$ cat src/hw/rtl/ll1_expression_parser_assert.svh
// assertion macros for the ll1 expression parser
`ifndef LL1_EXPRESSION_PARSER_ASSERT_SVH
`define LL1_EXPRESSION_PARSER_ASSERT_SVH

`ifndef SYNTH

// same-cycle implication, disabled during reset
`define LL1EP_ASSERT_NOW(label, clk, rstn, ante, cons) \
    label: assert property (@(posedge clk) disable iff (!(rstn)) (ante) |-> (cons)) \
        else $error("ll1 parser check failed");

// next-cycle implication, disabled during reset
`define LL1EP_ASSERT_NEXT(label, clk, rstn, ante, cons) \
    label: assert property (@(posedge clk) disable iff (!(rstn)) (ante) |=> (cons)) \
        else $error("ll1 parser check failed");

`else

`define LL1EP_ASSERT_NOW(label, clk, rstn, ante, cons)
`define LL1EP_ASSERT_NEXT(label, clk, rstn, ante, cons)

`endif

`endif

$ cat src/hw/rtl/ll1ep_pkg.sv
// shared types, codes and helpers for the ll1 expression parser
`default_nettype none

package ll1ep_pkg;

    localparam int STACK_DEPTH_DEF = 8;

    // token bytes of the four terminals
    localparam logic [7:0] CHR_END  = 8'h24;   // '$'
    localparam logic [7:0] CHR_PLUS = 8'h2B;   // '+'
    localparam logic [7:0] CHR_STAR = 8'h2A;   // '*'
    localparam logic [7:0] CHR_ID   = 8'h69;   // 'i'

    // grammar symbol codes held in the stack cells
    typedef enum logic [3:0] {
        SYM_END  = 4'd0,
        SYM_E    = 4'd1,
        SYM_A    = 4'd2,
        SYM_T    = 4'd3,
        SYM_B    = 4'd4,
        SYM_F    = 4'd5,
        SYM_PLUS = 4'd6,
        SYM_STAR = 4'd7,
        SYM_ID   = 4'd8
    } sym_t;

    localparam logic [3:0] TOK_NONE = 4'hF;

    typedef enum logic [2:0] {
        ST_CONSUMED = 3'd0,
        ST_ACCEPT   = 3'd1,
        ST_REJECT   = 3'd2,
        ST_ERROR    = 3'd3,
        ST_OVERFLOW = 3'd4
    } status_t;

    // stack row operations
    typedef enum logic [2:0] {
        OP_HOLD  = 3'd0,
        OP_WRITE = 3'd1,
        OP_PUSH  = 3'd2,
        OP_POP   = 3'd3,
        OP_INIT  = 3'd4
    } stack_op_t;

    // command broadcast to the cell row
    typedef struct packed {
        stack_op_t op;
        sym_t      top_sym;
        sym_t      under_sym;
    } stack_cmd_t;

    // terminal code of a token byte
    function automatic logic [3:0] token_code(input logic [7:0] tok);
        logic [3:0] code;
        case (tok)
            CHR_END:  code = SYM_END;
            CHR_PLUS: code = SYM_PLUS;
            CHR_STAR: code = SYM_STAR;
            CHR_ID:   code = SYM_ID;
            default:  code = TOK_NONE;
        endcase
        return code;
    endfunction

endpackage

`default_nettype wire

$ cat src/hw/rtl/ll1ep_cell.sv
// one cell of the symbol stack row
`default_nettype none

module ll1ep_cell #(
    parameter ll1ep_pkg::sym_t INIT_SYM = ll1ep_pkg::SYM_END,
    parameter bit              TOP_CELL = 1'b0
) (
    input  wire logic                  aclk,
    input  wire logic                  aresetn,
    input  wire ll1ep_pkg::stack_cmd_t cmd,
    input  wire ll1ep_pkg::sym_t       upper_sym,
    input  wire ll1ep_pkg::sym_t       lower_sym,
    output ll1ep_pkg::sym_t            sym
);

    ll1ep_pkg::sym_t sym_reg;
    ll1ep_pkg::sym_t sym_next;

    always_comb begin
        sym_next = sym_reg;
        unique case (cmd.op)
            ll1ep_pkg::OP_HOLD:  sym_next = sym_reg;
            ll1ep_pkg::OP_WRITE: sym_next = TOP_CELL ? upper_sym : sym_reg;
            ll1ep_pkg::OP_PUSH:  sym_next = upper_sym;
            ll1ep_pkg::OP_POP:   sym_next = lower_sym;
            ll1ep_pkg::OP_INIT:  sym_next = INIT_SYM;
            default:             sym_next = sym_reg;
        endcase
    end

    always_ff @(posedge aclk) begin
        if (!aresetn) begin
            sym_reg <= INIT_SYM;
        end else begin
            sym_reg <= sym_next;
        end
    end

    assign sym = sym_reg;

endmodule

`default_nettype wire

$ cat src/hw/rtl/ll1_expression_parser.sv
// top level of the ll1 expression parser: controller, stack cell row, result register
`default_nettype none

// Table-driven LL(1) parser for E->TA, A->+TA|e, T->FB, B->*FB|e, F->i. Each
// input word is one token byte ('i', '+', '*', '$'; anything else is invalid)
// and each yields one result word with a status (consumed, accepted, rejected,
// syntax error, stack overflow) and the number of productions applied for that
// token, saturating at 15. The symbol stack is a row of STACK_DEPTH cells with
// the top in cell 0; a push writes cells 0 and 1 and shifts the rest one place
// down, a pop shifts every cell one place up. After any status other than
// consumed the stack returns to $ E. A token is taken in, then each production
// is applied in turn (A->+TA and B->*FB push twice through the row), then the
// match or final decision is made; no new token is taken before that. The final
// decision waits while the result register still holds an unaccepted word. A
// finished result waits in the output register while the next token is taken in.
module ll1_expression_parser #(
    parameter int STACK_DEPTH = ll1ep_pkg::STACK_DEPTH_DEF
) (
    input  wire logic       aclk,
    input  wire logic       aresetn,
    // token stream
    input  wire logic       s_tvalid,
    output logic            s_tready,
    input  wire logic [7:0] s_tdata,   // [7:0] token
    // result stream
    output logic            m_tvalid,
    input  wire logic       m_tready,
    output logic [7:0]      m_tdata    // [2:0] status, [6:3] expansions, [7] zero
);

`include "ll1_expression_parser_assert.svh"

    localparam int SP_W = $clog2(STACK_DEPTH);

    // controller states
    typedef enum logic [2:0] {
        S_IDLE  = 3'b001,
        S_EVAL  = 3'b010,
        S_PUSH2 = 3'b100
    } state_t;

    state_t state_reg, state_next;

    logic [3:0]      tc_reg, tc_next;       // terminal code of current token
    logic [3:0]      cnt_reg, cnt_next;     // productions applied so far
    logic [SP_W-1:0] sp_reg, sp_next;       // index of the end-marker cell

    // second push of a three-symbol production
    ll1ep_pkg::sym_t push2_top_reg, push2_top_next;
    ll1ep_pkg::sym_t push2_under_reg, push2_under_next;

    // result register
    logic                 m_tvalid_reg;
    ll1ep_pkg::status_t   m_status_reg;
    logic [3:0]           m_expansions_reg;

    ll1ep_pkg::stack_cmd_t cmd;
    ll1ep_pkg::sym_t       stack_sym [STACK_DEPTH];
    ll1ep_pkg::sym_t       top;

    logic               out_free;
    logic               fire_out;
    ll1ep_pkg::status_t fin_status;
    logic               in_fire;

    assign top      = stack_sym[0];
    assign out_free = !m_tvalid_reg || m_tready;
    assign in_fire  = s_tvalid && s_tready;
    assign s_tready = (state_reg == S_IDLE);

    // ---------------------------------------------------------------------
    // controller: one production step or decision per cycle; decisions can stall
    // ---------------------------------------------------------------------
    always_comb begin
        logic fin;
        logic sat;
        fin              = 1'b0;
        sat              = (cnt_reg == 4'hF);
        fin_status       = ll1ep_pkg::ST_CONSUMED;
        fire_out         = 1'b0;
        state_next       = state_reg;
        tc_next          = tc_reg;
        cnt_next         = cnt_reg;
        sp_next          = sp_reg;
        push2_top_next   = push2_top_reg;
        push2_under_next = push2_under_reg;
        cmd.op           = ll1ep_pkg::OP_HOLD;
        cmd.top_sym      = top;
        cmd.under_sym    = top;

        unique case (state_reg)
            S_IDLE: begin
                if (in_fire) begin
                    tc_next    = ll1ep_pkg::token_code(s_tdata);
                    cnt_next   = 4'd0;
                    state_next = S_EVAL;
                end
            end

            S_EVAL: begin
                if (top == ll1ep_pkg::SYM_END) begin
                    fin        = 1'b1;
                    fin_status = (tc_reg == ll1ep_pkg::SYM_END) ? ll1ep_pkg::ST_ACCEPT
                                                                : ll1ep_pkg::ST_REJECT;
                end else if (top == tc_reg) begin
                    // terminal matches: pop and report consumed
                    fin        = 1'b1;
                    fin_status = ll1ep_pkg::ST_CONSUMED;
                end else begin
                    case (top) inside
                        ll1ep_pkg::SYM_E, ll1ep_pkg::SYM_T: begin
                            // two-symbol production, top becomes T or F
                            if (sp_reg == SP_W'(STACK_DEPTH - 1)) begin
                                fin        = 1'b1;
                                fin_status = ll1ep_pkg::ST_OVERFLOW;
                            end else begin
                                cmd.op        = ll1ep_pkg::OP_PUSH;
                                cmd.top_sym   = (top == ll1ep_pkg::SYM_E) ? ll1ep_pkg::SYM_T
                                                                          : ll1ep_pkg::SYM_F;
                                cmd.under_sym = (top == ll1ep_pkg::SYM_E) ? ll1ep_pkg::SYM_A
                                                                          : ll1ep_pkg::SYM_B;
                                sp_next       = sp_reg + 1'b1;
                                cnt_next      = sat ? cnt_reg : cnt_reg + 1'b1;
                            end
                        end
                        ll1ep_pkg::SYM_A, ll1ep_pkg::SYM_B: begin
                            if ((top == ll1ep_pkg::SYM_A && tc_reg == ll1ep_pkg::SYM_PLUS) ||
                                (top == ll1ep_pkg::SYM_B && tc_reg == ll1ep_pkg::SYM_STAR))
                            begin
                                // three-symbol production over two pushes
                                if (sp_reg >= SP_W'(STACK_DEPTH - 2)) begin
                                    fin        = 1'b1;
                                    fin_status = ll1ep_pkg::ST_OVERFLOW;
                                end else begin
                                    cmd.op        = ll1ep_pkg::OP_PUSH;
                                    cmd.under_sym = top;
                                    if (top == ll1ep_pkg::SYM_A) begin
                                        cmd.top_sym      = ll1ep_pkg::SYM_T;
                                        push2_top_next   = ll1ep_pkg::SYM_PLUS;
                                        push2_under_next = ll1ep_pkg::SYM_T;
                                    end else begin
                                        cmd.top_sym      = ll1ep_pkg::SYM_F;
                                        push2_top_next   = ll1ep_pkg::SYM_STAR;
                                        push2_under_next = ll1ep_pkg::SYM_F;
                                    end
                                    sp_next    = sp_reg + 1'b1;
                                    cnt_next   = sat ? cnt_reg : cnt_reg + 1'b1;
                                    state_next = S_PUSH2;
                                end
                            end else begin
                                // empty production
                                cmd.op   = ll1ep_pkg::OP_POP;
                                sp_next  = (sp_reg != '0) ? sp_reg - 1'b1 : sp_reg;
                                cnt_next = sat ? cnt_reg : cnt_reg + 1'b1;
                            end
                        end
                        ll1ep_pkg::SYM_F: begin
                            if (tc_reg == ll1ep_pkg::SYM_ID) begin
                                cmd.op      = ll1ep_pkg::OP_WRITE;
                                cmd.top_sym = ll1ep_pkg::SYM_ID;
                                cnt_next    = sat ? cnt_reg : cnt_reg + 1'b1;
                            end else begin
                                fin        = 1'b1;
                                fin_status = ll1ep_pkg::ST_ERROR;
                            end
                        end
                        default: begin
                            // terminal mismatch or unknown code
                            fin        = 1'b1;
                            fin_status = ll1ep_pkg::ST_ERROR;
                        end
                    endcase
                end

                // a final decision waits until the result register is free
                if (fin) begin
                    if (out_free) begin
                        fire_out   = 1'b1;
                        state_next = S_IDLE;
                        if (fin_status == ll1ep_pkg::ST_CONSUMED) begin
                            cmd.op  = ll1ep_pkg::OP_POP;
                            sp_next = (sp_reg != '0) ? sp_reg - 1'b1 : sp_reg;
                        end else begin
                            cmd.op  = ll1ep_pkg::OP_INIT;
                            sp_next = SP_W'(1);
                        end
                    end else begin
                        cmd.op = ll1ep_pkg::OP_HOLD;
                    end
                end
            end

            S_PUSH2: begin
                cmd.op        = ll1ep_pkg::OP_PUSH;
                cmd.top_sym   = push2_top_reg;
                cmd.under_sym = push2_under_reg;
                sp_next       = sp_reg + 1'b1;
                state_next    = S_EVAL;
            end

            default: begin
                state_next = S_IDLE;
            end
        endcase
    end

    always_ff @(posedge aclk) begin
        if (!aresetn) begin
            state_reg    <= S_IDLE;
            sp_reg       <= SP_W'(1);
            m_tvalid_reg <= 1'b0;
        end else begin
            state_reg <= state_next;
            sp_reg    <= sp_next;
            if (fire_out) begin
                m_tvalid_reg <= 1'b1;
            end else if (m_tready) begin
                m_tvalid_reg <= 1'b0;
            end
        end
    end

    // payload registers
    always_ff @(posedge aclk) begin
        tc_reg          <= tc_next;
        cnt_reg         <= cnt_next;
        push2_top_reg   <= push2_top_next;
        push2_under_reg <= push2_under_next;
        if (fire_out) begin
            m_status_reg     <= fin_status;
            m_expansions_reg <= cnt_reg;
        end
    end

    assign m_tvalid = m_tvalid_reg;
    assign m_tdata  = {1'b0, m_expansions_reg, m_status_reg};

    // ---------------------------------------------------------------------
    // symbol stack: row of cells, top in cell 0
    // ---------------------------------------------------------------------
    for (genvar k = 0; k < STACK_DEPTH; k++) begin : g_cell
        ll1ep_pkg::sym_t upper_in;
        ll1ep_pkg::sym_t lower_in;

        if (k == 0) begin : g_top
            assign upper_in = cmd.top_sym;
        end else if (k == 1) begin : g_second
            assign upper_in = cmd.under_sym;
        end else begin : g_rest
            assign upper_in = stack_sym[k-1];
        end

        if (k == STACK_DEPTH - 1) begin : g_bottom
            assign lower_in = ll1ep_pkg::SYM_END;
        end else begin : g_inner
            assign lower_in = stack_sym[k+1];
        end

        ll1ep_cell #(
            .INIT_SYM ((k == 0) ? ll1ep_pkg::SYM_E : ll1ep_pkg::SYM_END),
            .TOP_CELL ((k == 0) ? 1'b1 : 1'b0)
        ) u_cell (
            .aclk      (aclk),
            .aresetn   (aresetn),
            .cmd       (cmd),
            .upper_sym (upper_in),
            .lower_sym (lower_in),
            .sym       (stack_sym[k])
        );
    end

    // ---------------------------------------------------------------------
    // checks
    // ---------------------------------------------------------------------
    logic reinit_due;
    logic at_start;
    logic push2_top_ok;

    assign reinit_due   = fire_out && (fin_status != ll1ep_pkg::ST_CONSUMED);
    assign at_start     = (stack_sym[0] == ll1ep_pkg::SYM_E) && (sp_reg == SP_W'(1));
    assign push2_top_ok = (stack_sym[0] == ll1ep_pkg::SYM_T) || (stack_sym[0] == ll1ep_pkg::SYM_F);

    // a final status other than consumed leaves the stack at $ E
    `LL1EP_ASSERT_NEXT(a_reinit, aclk, aresetn, reinit_due, at_start)
    // an empty stack shows the end marker on top
    `LL1EP_ASSERT_NOW(a_bottom_end, aclk, aresetn, sp_reg == '0, stack_sym[0] == ll1ep_pkg::SYM_END)
    // the second push follows a first push of T or F
    `LL1EP_ASSERT_NOW(a_push2_top, aclk, aresetn, state_reg == S_PUSH2, push2_top_ok)
    // a taken token is worked on before the next one is taken
    `LL1EP_ASSERT_NEXT(a_one_token, aclk, aresetn, in_fire, !s_tready)

endmodule

`default_nettype wire
$ cat config.mk
export PLATFORM = sky130hd
export DESIGN_NAME = ll1_expression_parser
export DESIGN_NICKNAME = d
export VERILOG_FILES = /design/src/hw/rtl/ll1ep_pkg.sv /design/src/hw/rtl/ll1ep_cell.sv /design/src/hw/rtl/ll1_expression_parser.sv
export VERILOG_INCLUDE_DIRS = /design/src /design/src/hw/rtl
export SDC_FILE = /design/constraint.sdc
export NUM_CORES = 1
export LEC_CHECK = 0
export BUFFER_PORTS_ARGS = -buffer_cell sky130_fd_sc_hd__buf_2
export CAP_MARGIN = 20
export CORE_UTILIZATION = 47
export CTS_CLUSTER_DIAMETER = 200
export CTS_CLUSTER_SIZE = 10
export DETAILED_ROUTE_END_ITERATION = 6
export HOLD_SLACK_MARGIN = 0.06
export PLACE_DENSITY = 0.73
export SETUP_SLACK_MARGIN = 0.3
export SYNTH_ARGS = -nofsm -noshare
export SYNTH_HDL_FRONTEND = slang
export SYNTH_SLANG_ARGS = --single-unit
$ cat constraint.sdc
create_clock -name aclk -period 3.1 [get_ports aclk]
set_clock_uncertainty 0.2 [all_clocks]
set_input_delay 0.62 -clock aclk [delete_from_list [all_inputs] [get_ports aclk]]
set_output_delay 0.62 -clock aclk [all_outputs]
set_load 0.02 [all_outputs]
* Word level (Yosys, flattened, before mapping) *
Index checks and enable logic that the tools add are counted.

storage, ports and cells
  bits in registers = 62
  latch bits = 0
  bits in writable memories = 0
  memory bits (read-only) = 0
  input port bits = 12
  output and inout bits = 10
  word-level logic and storage cells = 175
  memories kept = 0

operators by class
  $add $sub $neg = 3
  multipliers = 0
  div/mod/pow operators = 0
  order comparisons = 1
  equality and inequality tests = 37
  shift operators = 0
  mux-type cells = 89
  bitwise logic cells = 4
  reductions and logical operators = 24

operator list
  cell                number
  $mux 3              35
  $pmux 4 s3          7
  $mux 4              13
  $eq 8x6->1 const B  3
  $mux 11             2
  $pmux 11 s2         1
  $mux 7              3
  $mux 10             2
  $eq 4x3->1 const B  4
  $mux 1              16
  $pmux 4 s2          2
  $pmux 4 s4          1
  $ne 5x4->1 const B  3
  $ne 5x3->1 const B  2
  $eq 3x2->1 const B  3
  $eq 3x3->1 const B  3
  $ne 3x3->1 const B  3
  $pmux 3 s3          1
  $reduce_and 9->1    1
  $reduce_bool 3->1   3
  $eq 4x2->1 const B  2
  $eq 4x4->1 const B  2
  $eq 8x7->1 const B  1
  $logic_not 4->1     2
  26 further kinds    43

* Depth between registers and ports, before layout *
Gate-level depths: netlist (run 1).

  depth in word-level cells = 18
  mapped depth = 12
  mapped depth without buffers = 9

* Modules after synthesis *
Synthesis (run 1) repeated with hierarchy kept, for this count alone.

unflattened totals
  cells, all modules = 386
  area total of the unflattened synthesis = 3457.1 um2

modules (own cells, without submodules)
  module                              times used  cells each  area an instance (um2)  sequential area each (um2)
  ll1_expression_parser               1           216         1829.3                  620.6
  ll1ep_cell at g_cell[1].u_cell ...  7           21          201.4                   80.1
  ll1ep_cell at g_cell[0].u_cell      1           23          217.7                   80.1

* Worst setup path after synthesis (run 1) *
No wires, ideal clock.

  kind = flip-flop to flip-flop
  from = register sp_reg[1]
  to = register g_cell[1].u_cell.sym_reg[0]
  library setup time = 123 ps
  data arrival time = 2420 ps
  data required time = 2777 ps
  setup slack = 357 ps
  stages on the path, launching flop included = 12
  path buffers = 3
  period minus slack after synthesis = 2743 ps
  path through = dfxtp_1 -> ha_1 -> o21a_1 -> o211ai_2 -> a2111o_1 -> a211o_1 -> buf_6 -> o211a_1 -> buf_6 -> buf_6 -> a21oi_2 -> a21oi_1

on the way
  cells in the longest elaborated chain, start to end = 15
  elaborated cells between the ends (all ways) = 36
  those cells by class = 1 x order compare; 4 x eq/ne; 29 x mux; 2 x reduce/logical

RTL lines
  what                                             RTL line                      RTL
  start: declaration                               ll1_expression_parser.sv:46   logic [SP_W-1:0] sp_reg, sp_next;
  start signal: assignment                         ll1_expression_parser.sv:214  sp_reg <= sp_next;
  $ge 3x3->1                                       ll1_expression_parser.sv:131  if (sp_reg >= SP_W'(STACK_DEPTH - 2)) begin
  $mux 3                                           ll1_expression_parser.sv:131
  $mux 3                                           ll1_expression_parser.sv:127  if ((top == ll1ep_pkg::SYM_A && tc_reg == ll1ep_pkg::SYM_PLUS) ||
  $mux 3 (2 in a row)                              ll1_expression_parser.sv:110  case (top) inside
  $mux 3                                           ll1_expression_parser.sv:105  end else if (top == tc_reg) begin
  $mux 3                                           ll1_expression_parser.sv:101  if (top == ll1ep_pkg::SYM_END) begin
  $mux 3                                           ll1_expression_parser.sv:91   unique case (state_reg)
  $logic_not 3->1                                  ll1_expression_parser.sv:180  if (fin_status == ll1ep_pkg::ST_CONSUMED) begin
  $mux 3                                           ll1_expression_parser.sv:180
  $mux 3                                           ll1_expression_parser.sv:177  if (out_free) begin
  $mux 3                                           ll1_expression_parser.sv:176  if (fin) begin
  $pmux 11 s2 *                                    ll1_expression_parser.sv:91
  $eq 3x3->1 or $eq 3x2->1 (tied branches)         ll1ep_cell.sv:21              unique case (cmd.op)
  $pmux 4 s3 or $reduce_bool 3->1 (tied branches)  --
  end signal: assignment                           ll1ep_cell.sv:35              sym_reg <= sym_next;
  end: declaration                                 ll1ep_cell.sv:16              ll1ep_pkg::sym_t sym_reg;

Mark *: on every way between the ends. The rest lies on a longest branch, timed or not. The select of a mux whose other input is x is not followed.
A chain may end at the register's enable or synchronous reset.

* Final worst setup path (run 1) *
  from = register tc_reg[3]
  to = register g_cell[7].u_cell.sym_reg[2]

on the way
  cells in the longest elaborated chain, start to end = 17
  elaborated cells between the ends (all ways) = 43
  those cells by class = 7 x eq/ne; 29 x mux; 7 x reduce/logical

RTL lines
  what                                             RTL line                                                    RTL
  start: declaration                               ll1_expression_parser.sv:44                                 logic [3:0] tc_reg, tc_next;
  start signal: assignment                         ll1_expression_parser.sv:225                                tc_reg <= tc_next;
  $eq 4x3->1, on equally long branches             ll1_expression_parser.sv:127, ll1_expression_parser.sv:128
  $logic_and 1x1->1, on equally long branches      ll1_expression_parser.sv:127, ll1_expression_parser.sv:128
  $logic_or 1x1->1                                 ll1_expression_parser.sv:127
  $mux 3                                           ll1_expression_parser.sv:127
  $mux 3 (2 in a row)                              ll1_expression_parser.sv:110
  $mux 3                                           ll1_expression_parser.sv:105
  $mux 3                                           ll1_expression_parser.sv:101
  $mux 3                                           ll1_expression_parser.sv:91
  $logic_not 3->1                                  ll1_expression_parser.sv:180
  $mux 3                                           ll1_expression_parser.sv:180
  $mux 3                                           ll1_expression_parser.sv:177
  $mux 3 *                                         ll1_expression_parser.sv:176
  $pmux 11 s2 *                                    ll1_expression_parser.sv:91
  $eq 3x2->1 or $eq 3x3->1 (tied branches)         ll1ep_cell.sv:21
  $reduce_or 2->1 (no source line)                 --
  $pmux 4 s2 or $reduce_bool 2->1 (tied branches)  --
  end signal: assignment                           ll1ep_cell.sv:35
  end: declaration                                 ll1ep_cell.sv:16

Marked as above.

==> metrics.md, run 1 <==
| Metric | Value |
|---|---|
| Hold path startpoint | `g_cell[3].u_cell.sym[0]$_SDFFE_PN0P_` |
| Max-cap violations | `0` |
| First-pass GRT wire length | `13,100 um` |
| Vias per cell | `6.57` |
| Placed Area | `0.00346 mm^2` |
| Setup crit start kind | `register` |
| Unrepaired setup endpoints after global routing | `yes` |
| Leak | `0.00145 uW` |
| Netlist cell types | `67` |
| GRT Resource Usage Total | `22.6%` |
| TritonCTS clock tree | `built` |
| Detail Placement HPWL | `5220 um` |
| Worst R2R Path Depth | `7` |
| Final setup vio count | `0` |
| Final hold violations | `0` |
| CP max FO | `14` |
| Tmin final | `2.82 ns` |
| Mapped Area | `0.00326 mm^2` |
| Chip width | `85.2 um` |
| Top-level I/O count | `22` |
| Sum Neg Setup Slack | `0 ns` |
| Initial antenna violation count | `0` |
| Slew Limit Fails | `0` |
| Post-synth EDFFs | `16` |
| Syn Area/Cell | `8.78 um^2` |
| Worst-Margin Slew | `0.756 ns` |
| N_diodes | `0` |
| Core box area | `0.00653 mm^2` |
| Cts bufs inserted | `5` |
| Pwr Density | `358 mW/mm^2` |
| Worst-path clk slew | `0.10 ns` |
| Input/output buffers | `20` |
| Routed len/inst | `18.5 um` |
| Final nets | `427` |
| Clock Latency Late Sink | `0.31 ns` |
| Status | `finished clean` |
| Rows | `29` |
| Hold WC Path Type | `reg2reg` |
| Critical Path RT | `3.11 ns` |
| Post-placement cell count | `460` |
| Startpoint of the worst-slack reg-to-reg timing path | `tc_reg[3]$_DFFE_PP_` |
| Reg-to-Reg End | `g_cell[7].u_cell.sym[2]$_SDFFE_PN0P_` |
| Ratio of cells with drive above 1 in the final layout | `29.1%` |
| Fin area | `0.00393 mm^2` |
| Synth async-reset ratio | `0%` |
| ANT nets after route | `0` |
| Number of flip-flops in the largest register | `32` |
| Drt pass-1 iters | `5` |
| Synth top cells by count | `dfxtp_1, a21oi_1, o21ai_0` |
| Worst Hold Endpoint | `g_cell[4].u_cell.sym[0]$_SDFFE_PN0P_` |
| Chip height | `85.2 um` |
| Crit Path Class | `reg2reg` |
| CP Data Arrival Time | `2.83 ns` |
| CP Capture Type | `register` |
| Ys Warns | `0` |
| Flops & latches, synth | `55` |
| Largest net degree at the start of global routing | `34` |
| Sequential fraction of the synthesis area | `38.7%` |
| Total power | `1410 uW` |
| Number of global-route vias before repair | `2,657` |
| Grt ovf | `0` |
| Via count | `3,192` |
| Worst vdd ir | `0.273 mV` |
| Area Overhead vs Synth | `20.7%` |
| Final period util | `91.0%` |
| Highest Clock Rate | `0.354 GHz` |
| Clock Tree Root | `clkbuf_8` |
| Routability cong. | `0.869` |
| Hold Path Depth | `2` |
| Drt initial violations | `408` |
| H-tree levels | `2` |
| Routed WL | `8990 um` |
| Predominant post-synthesis flop cell | `dfxtp_1` |
| Top post-synthesis cells by area | `dfxtp_1, edfxtp_1, a21oi_1, a21oi_2, o21ai_0` |
| Die area | `0.00727 mm^2` |
| Residual DRC count | `0` |
| Initial Util | `49.9%` |
| Synthesized Nets | `390` |
| Top-count cell post-synth | `dfxtp_1` |
| CTS max path bufs | `2` |
| Yosys top cell area share | `24.0%` |
| Relative slew slack | `49.5%` |
| # fillers | `539` |
| Top cell type by total area after synthesis | `dfxtp_1` |
| R2R setup slack | `0.28 ns` |
| Clk sinks | `55` |
| Mapped Cells | `371` |
| Fin cells | `486` |
==> repair_timing <==
| action | CTS | global route |
|---|---|---|
| setup buffers | 3 | 11 |
| pin swaps | 3 | 8 |
| gates cloned | 0 | 4 |
| gates resized for setup | 4 | 37 |
| setup endpoints to repair | 39 | 41 |
| hold buffers | 0 | 0 |
==> worst max-delay path by stage <==
stage                     slack, ns                            startpoint  cells past startpoint                                    to
after global routing           0.21                   tc_reg[3]$_DFFE_PP_                      8  g_cell[5].u_cell.sym[1]$_SDFFE_PN0P_
after detailed placement       0.04                sp_reg[1]$_SDFFE_PN0P_                      9  g_cell[4].u_cell.sym[1]$_SDFFE_PN0P_
final                          0.28                   tc_reg[3]$_DFFE_PP_                      7  g_cell[7].u_cell.sym[2]$_SDFFE_PN0P_
after global placement         0.18  g_cell[0].u_cell.sym[2]$_SDFFE_PN0P_                      7  g_cell[1].u_cell.sym[1]$_SDFFE_PN0P_
after CTS                      0.30                sp_reg[1]$_SDFFE_PN0P_                      8  g_cell[7].u_cell.sym[2]$_SDFFE_PN0P_
after floorplan                0.36                sp_reg[1]$_SDFFE_PN0P_                     11  g_cell[1].u_cell.sym[0]$_SDFFE_PN0P_
==> metrics by stage <==
| step | worst slack [ns] | hold WS, ns | util (%) |
|---|---|---|---|
| floorplan | 0.357 | 0.251 | - |
| global placement | 0.179 | 0.270 | 53.0 |
| detailed placement | 0.0390 | 0.270 | 53.0 |
| CTS | 0.302 | 0.287 | 55.2 |
| global route | 0.207 | 0.314 | 60.2 |
| finish | 0.278 | 0.288 | 60.2 |
==> power by group <==
part	switching, uW	internal [uW]
combinational	95.1	68.4
clock	250	212
sequential	22.5	758
==> layer usage <==
| layer | wire [um] | up-vias | track usage, % |
|---|---|---|---|
| met5 | 0 | - | 0 |
| met4 | 161 | 0 | 6.63 |
| met3 | 693 | 22 | 4.47 |
| met2 | 4140 | 159 | 34.7 |
| met1 | 4000 | 1527 | 32.1 |
| li1 | - | 1484 | - |
==> critical path: stages, from the launching register on <==
cell,delay (ns)
edfxtp_1,0.49
nor4b_4,0.38
o211ai_4,0.13
a2111o_1,0.53
a211o_4,0.39
o211a_4,0.18
buf_12,0.16
a32o_1,0.26
==> placed cells by master, fill, tap and decap left out, types with 12 or more instances in the layout <==
| cell | count |
|---|---|
| o21ai_0 | 30 |
| nor3_1 | 12 |
| edfxtp_1 | 16 |
| a21oi_2 | 20 |
| a21oi_1 | 34 |
| buf_2 | 20 |
| buf_4 | 27 |
| nor2_1 | 26 |
| nand2_1 | 22 |
| dfxtp_1 | 34 |
| nand3_1 | 27 |
==> final cells by class <==
cell class                 instances  area (um^2)  share of cell area (%)
clock buffer                       7         97.6                    2.48
clock inverter                     1         8.76                   0.223
inverter                           8         30.0                   0.764
multi-input combinational        285         1990                    50.7
sequential                        55         1270                    32.4
tap                               77         96.3                    2.45
timing repair buffer              53          433                    11.0
==> kinds of logic after synthesis <==
kind of cell / after synthesis / synth area share, %
xor+xnor: 3 / 0.807
compound gates: 142 / 30.4
mux: 3 / 0.922
buf+inv: 33 / 5.80
flops: 55 / 38.7
simple gates: 127 / 20.5
fa+ha+maj: 7 / 2.69
other cells: 1 / 0.115
Note: power is estimated with default switching activity, not from simulation.
==> run 2, diff against run 1 <==
--- a/config.mk
+++ b/config.mk
@@ -7,5 +7,4 @@
 export NUM_CORES = 1
 export LEC_CHECK = 0
-export BUFFER_PORTS_ARGS = -buffer_cell sky130_fd_sc_hd__buf_2
 export CAP_MARGIN = 20
 export CORE_UTILIZATION = 47
@@ -13,7 +12,9 @@
 export CTS_CLUSTER_SIZE = 10
 export DETAILED_ROUTE_END_ITERATION = 6
+export DONT_BUFFER_PORTS = 1
 export HOLD_SLACK_MARGIN = 0.06
-export PLACE_DENSITY = 0.73
+export PLACE_DENSITY = 0.7
 export SETUP_SLACK_MARGIN = 0.3
+export SLEW_MARGIN = 20
 export SYNTH_ARGS = -nofsm -noshare
 export SYNTH_HDL_FRONTEND = slang
==> constraint.sdc (replaced) <==
create_clock -name aclk -period 3.1 [get_ports aclk]
set_clock_uncertainty 0.2 [all_clocks]
set_input_delay 0 -clock aclk [delete_from_list [all_inputs] [get_ports aclk]]
set_output_delay 0 -clock aclk [all_outputs]
set_load 0.02 [all_outputs]
==> metrics.md, run 2 (synthesis gave the netlist of run 1 again) <==
| Metric | Value |
|---|---|
| Detail Placement HPWL | `4910 um (was 5220 um)` |
| Final setup vio count | `0 (unchanged)` |
| Highest Clock Rate | `0.343 GHz (was 0.354 GHz)` |
| Critical path's most frequent cell | `buf_4` |
| Final hold violations | `30 (was 0)` |
| Unrepaired setup endpoints after global routing | `yes (unchanged)` |
| Cts bufs inserted | `5 (unchanged)` |
| Final period util | `94.1% (was 91.0%)` |
| Placed Area | `0.00334 mm^2 (was 0.00346 mm^2)` |
| Max-cap violations | `0 (unchanged)` |
| Rows | `29 (unchanged)` |
| Slowest CP cell | `edfxtp_1 (was a2111o_1)` |
| CP Capture Type | `register (unchanged)` |
| Chip height | `85.2 um (unchanged)` |
| Fin area | `0.00408 mm^2 (was 0.00393 mm^2)` |
| Area Overhead vs Synth | `25.4% (was 20.7%)` |
| Residual DRC count | `0 (unchanged)` |
| Pwr Density | `359 mW/mm^2 (was 358 mW/mm^2)` |
| CP Data Arrival Time | `2.95 ns (was 2.83 ns)` |
| Number of global-route vias before repair | `2,705 (was 2,657)` |
| Commonest non-fill, non-tap cells in the layout | `a21oi_1, dfxtp_1, o21ai_0, buf_4, nand3_1 (was a21oi_1, dfxtp_1, o21ai_0, nand3_1, buf_4)` |
| Hold Path Depth | `1 (was 2)` |
| Routability cong. | `0.897 (was 0.869)` |
| Clk sinks | `55 (unchanged)` |
| Input/output buffers | `0 (was 20)` |
| TritonCTS clock tree | `built (unchanged)` |
| N_diodes | `0 (unchanged)` |
| Worst-Margin Slew | `0.767 ns (was 0.756 ns)` |
| Top-level I/O count | `22 (unchanged)` |
| Hold path startpoint | `aresetn (was g_cell[3].u_cell.sym[0]$_SDFFE_PN0P_)` |
| Worst Hold Endpoint | `g_cell[0].u_cell.sym[0]$_SDFFE_PN1P_ (was g_cell[4].u_cell.sym[0]$_SDFFE_PN0P_)` |
| Failing checks | `negative hold slack` |
| Relative slew slack | `48.7% (was 49.5%)` |
| Routed len/inst | `19.2 um (was 18.5 um)` |
| Initial antenna violation count | `0 (unchanged)` |
| Routed WL | `9330 um (was 8990 um)` |
| Post-CTS Hold Buffers | `13 (was 0)` |
| Clock Tree Root | `clkbuf_8 (unchanged)` |
| Slew Limit Fails | `0 (unchanged)` |
| Worst-path clk slew | `0.10 ns (about the same)` |
| Startpoint of the worst-slack reg-to-reg timing path | `tc_reg[3]$_DFFE_PP_ (unchanged)` |
| Critical Path RT | `3.13 ns (was 3.11 ns)` |
| Status | `complete, but fails checks (was finished clean)` |
| Grt ovf | `0 (unchanged)` |
| R2R setup slack | `0.18 ns (was 0.28 ns)` |
| Leak | `0.00146 uW (was 0.00145 uW)` |
| Sum Neg Setup Slack | `0 ns (unchanged)` |
| Crit Path Class | `reg2reg (unchanged)` |
| Core box area | `0.00653 mm^2 (unchanged)` |
| Via count | `3,241 (was 3,192)` |
| Reg-to-Reg End | `g_cell[2].u_cell.sym[1]$_SDFFE_PN0P_ (was g_cell[7].u_cell.sym[2]$_SDFFE_PN0P_)` |
| Chip width | `85.2 um (unchanged)` |
| CP max FO | `13 (was 14)` |
| Max stage delay on crit path | `0.50 ns (was 0.53 ns)` |
| Vias per cell | `6.68 (was 6.57)` |
| Ratio of cells with drive above 1 in the final layout | `25.7% (was 29.1%)` |
| Hold WC Path Type | `in2reg (was reg2reg)` |
| Die area | `0.00727 mm^2 (unchanged)` |
| Drt initial violations | `361 (was 408)` |
| ANT nets after route | `0 (unchanged)` |
| GRT Resource Usage Total | `22.0% (was 22.6%)` |
| Cells along the critical path | `buf_4 -> buf_4 -> nor4b_2 -> a2111oi_2 -> nor3_1 -> o21a_2 -> buf_4 -> buf_12 -> a21oi_1 -> a21oi_1 (was nor4b_4 -> o211ai_4 -> a2111o_1 -> a211o_4 -> o211a_4 -> buf_12 -> a32o_1)` |
| Number of flip-flops in the largest register | `32 (unchanged)` |
| First-pass GRT wire length | `12,800 um (was 13,100 um)` |
| CTS max path bufs | `2 (unchanged)` |
| Initial Util | `49.9% (unchanged)` |
| Clock Latency Late Sink | `0.32 ns (was 0.31 ns)` |
| Largest net degree at the start of global routing | `35 (was 34)` |
| Worst R2R Path Depth | `10 (was 7)` |
| Setup crit start kind | `register (unchanged)` |
| Worst vdd ir | `0.161 mV (was 0.273 mV)` |
| Most common cell after layout, fill and taps aside | `a21oi_1` |
| Fin Hold WS | `-0.439 ns (was 0.288 ns)` |
| Tmin final | `2.92 ns (was 2.82 ns)` |
| # fillers | `511 (was 539)` |
| Drt pass-1 iters | `6 (was 5)` |
| Final nets | `426 (was 427)` |
| H-tree levels | `2 (unchanged)` |
| Layout Utilization | `62.5% (was 60.2%)` |
-- run 2: cell types whose count changed in the layout (fill, tap and decap cells not counted), sizes merged --
cell         previous run  this run
buf                    51        36
o211ai                  7         6
bufinv                  0         1
dlygate4sd3             0        13
clkbuf                  9        10
-- run 2: area by class of cell --
| class | instances | area (um^2) | share of cell area (%) |
|---|---|---|---|
| clock buffer | 6 | 82.6 | 2.02 |
| clock inverter | 2 | 38.8 | 0.950 |
| inverter | 8 | 30.0 | 0.736 |
| multi-input combinational | 284 | 1990 | 48.8 |
| sequential | 55 | 1270 | 31.1 |
| tap | 77 | 96.3 | 2.36 |
| timing repair buffer | 53 | 574 | 14.1 |
-- run 2: per-layer routing --
layer	vias to the layer above	track usage (%)	part of all wire, %
li1	1483	-	-
met1	1563	30.6	42
met2	171	34.2	48
met3	24	3.89	7.9
met4	0	7.86	2.3
met5	-	0	0
-- run 2: report_power, final --
| part | total (uW) | internal [uW] | switching, uW |
|---|---|---|---|
| Combinational | 162 | 73.5 | 88.0 |
| Clock | 522 | 266 | 255 |
| Sequential | 781 | 759 | 22.5 |
-- run 2: repair_timing --
| item | 4_1_cts | 5_1_grt |
|---|---|---|
| pin swaps | 6 | 10 |
| setup buffers | 5 | 16 |
| resized for setup | 9 | 31 |
| setup endpoints to repair | 44 | 40 |
| gates cloned | 1 | 5 |
| endpoints found under the hold margin | 49 | 30 |
-- run 2: stage by stage --
stage          power (uW)  instances  setup WS, ns
6_report             1460        485         0.184
5_1_grt              1510        485         0.140
4_1_cts              1430        464         0.312
2_1_floorplan         893        371         0.357
3_5_place_dp          918        437       -0.0355
3_3_place_gp          915        437        0.0495
-- run 2: worst max-delay path by stage --
| stage | start | end | cells past startpoint |
|---|---|---|---|
| detailed placement | sp_reg[1]$_SDFFE_PN0P_ | g_cell[3].u_cell.sym[3]$_SDFFE_PN0P_ | 9 |
| finish | tc_reg[3]$_DFFE_PP_ | g_cell[2].u_cell.sym[1]$_SDFFE_PN0P_ | 10 |
| floorplan | sp_reg[1]$_SDFFE_PN0P_ | g_cell[1].u_cell.sym[0]$_SDFFE_PN0P_ | 11 |
| CTS | sp_reg[1]$_SDFFE_PN0P_ | g_cell[5].u_cell.sym[3]$_SDFFE_PN0P_ | 12 |
| global route | tc_reg[3]$_DFFE_PP_ | g_cell[2].u_cell.sym[1]$_SDFFE_PN0P_ | 10 |
| global placement | sp_reg[1]$_SDFFE_PN0P_ | g_cell[3].u_cell.sym[0]$_SDFFE_PN0P_ | 9 |
-- run 2: critical path, delay by kind of cell, from the launching register on --
family / cells / cell delay, ns
compound gates: 4 / 0.68
buf+inv: 4 / 0.60
flops: 1 / 0.50
simple gates: 2 / 0.85
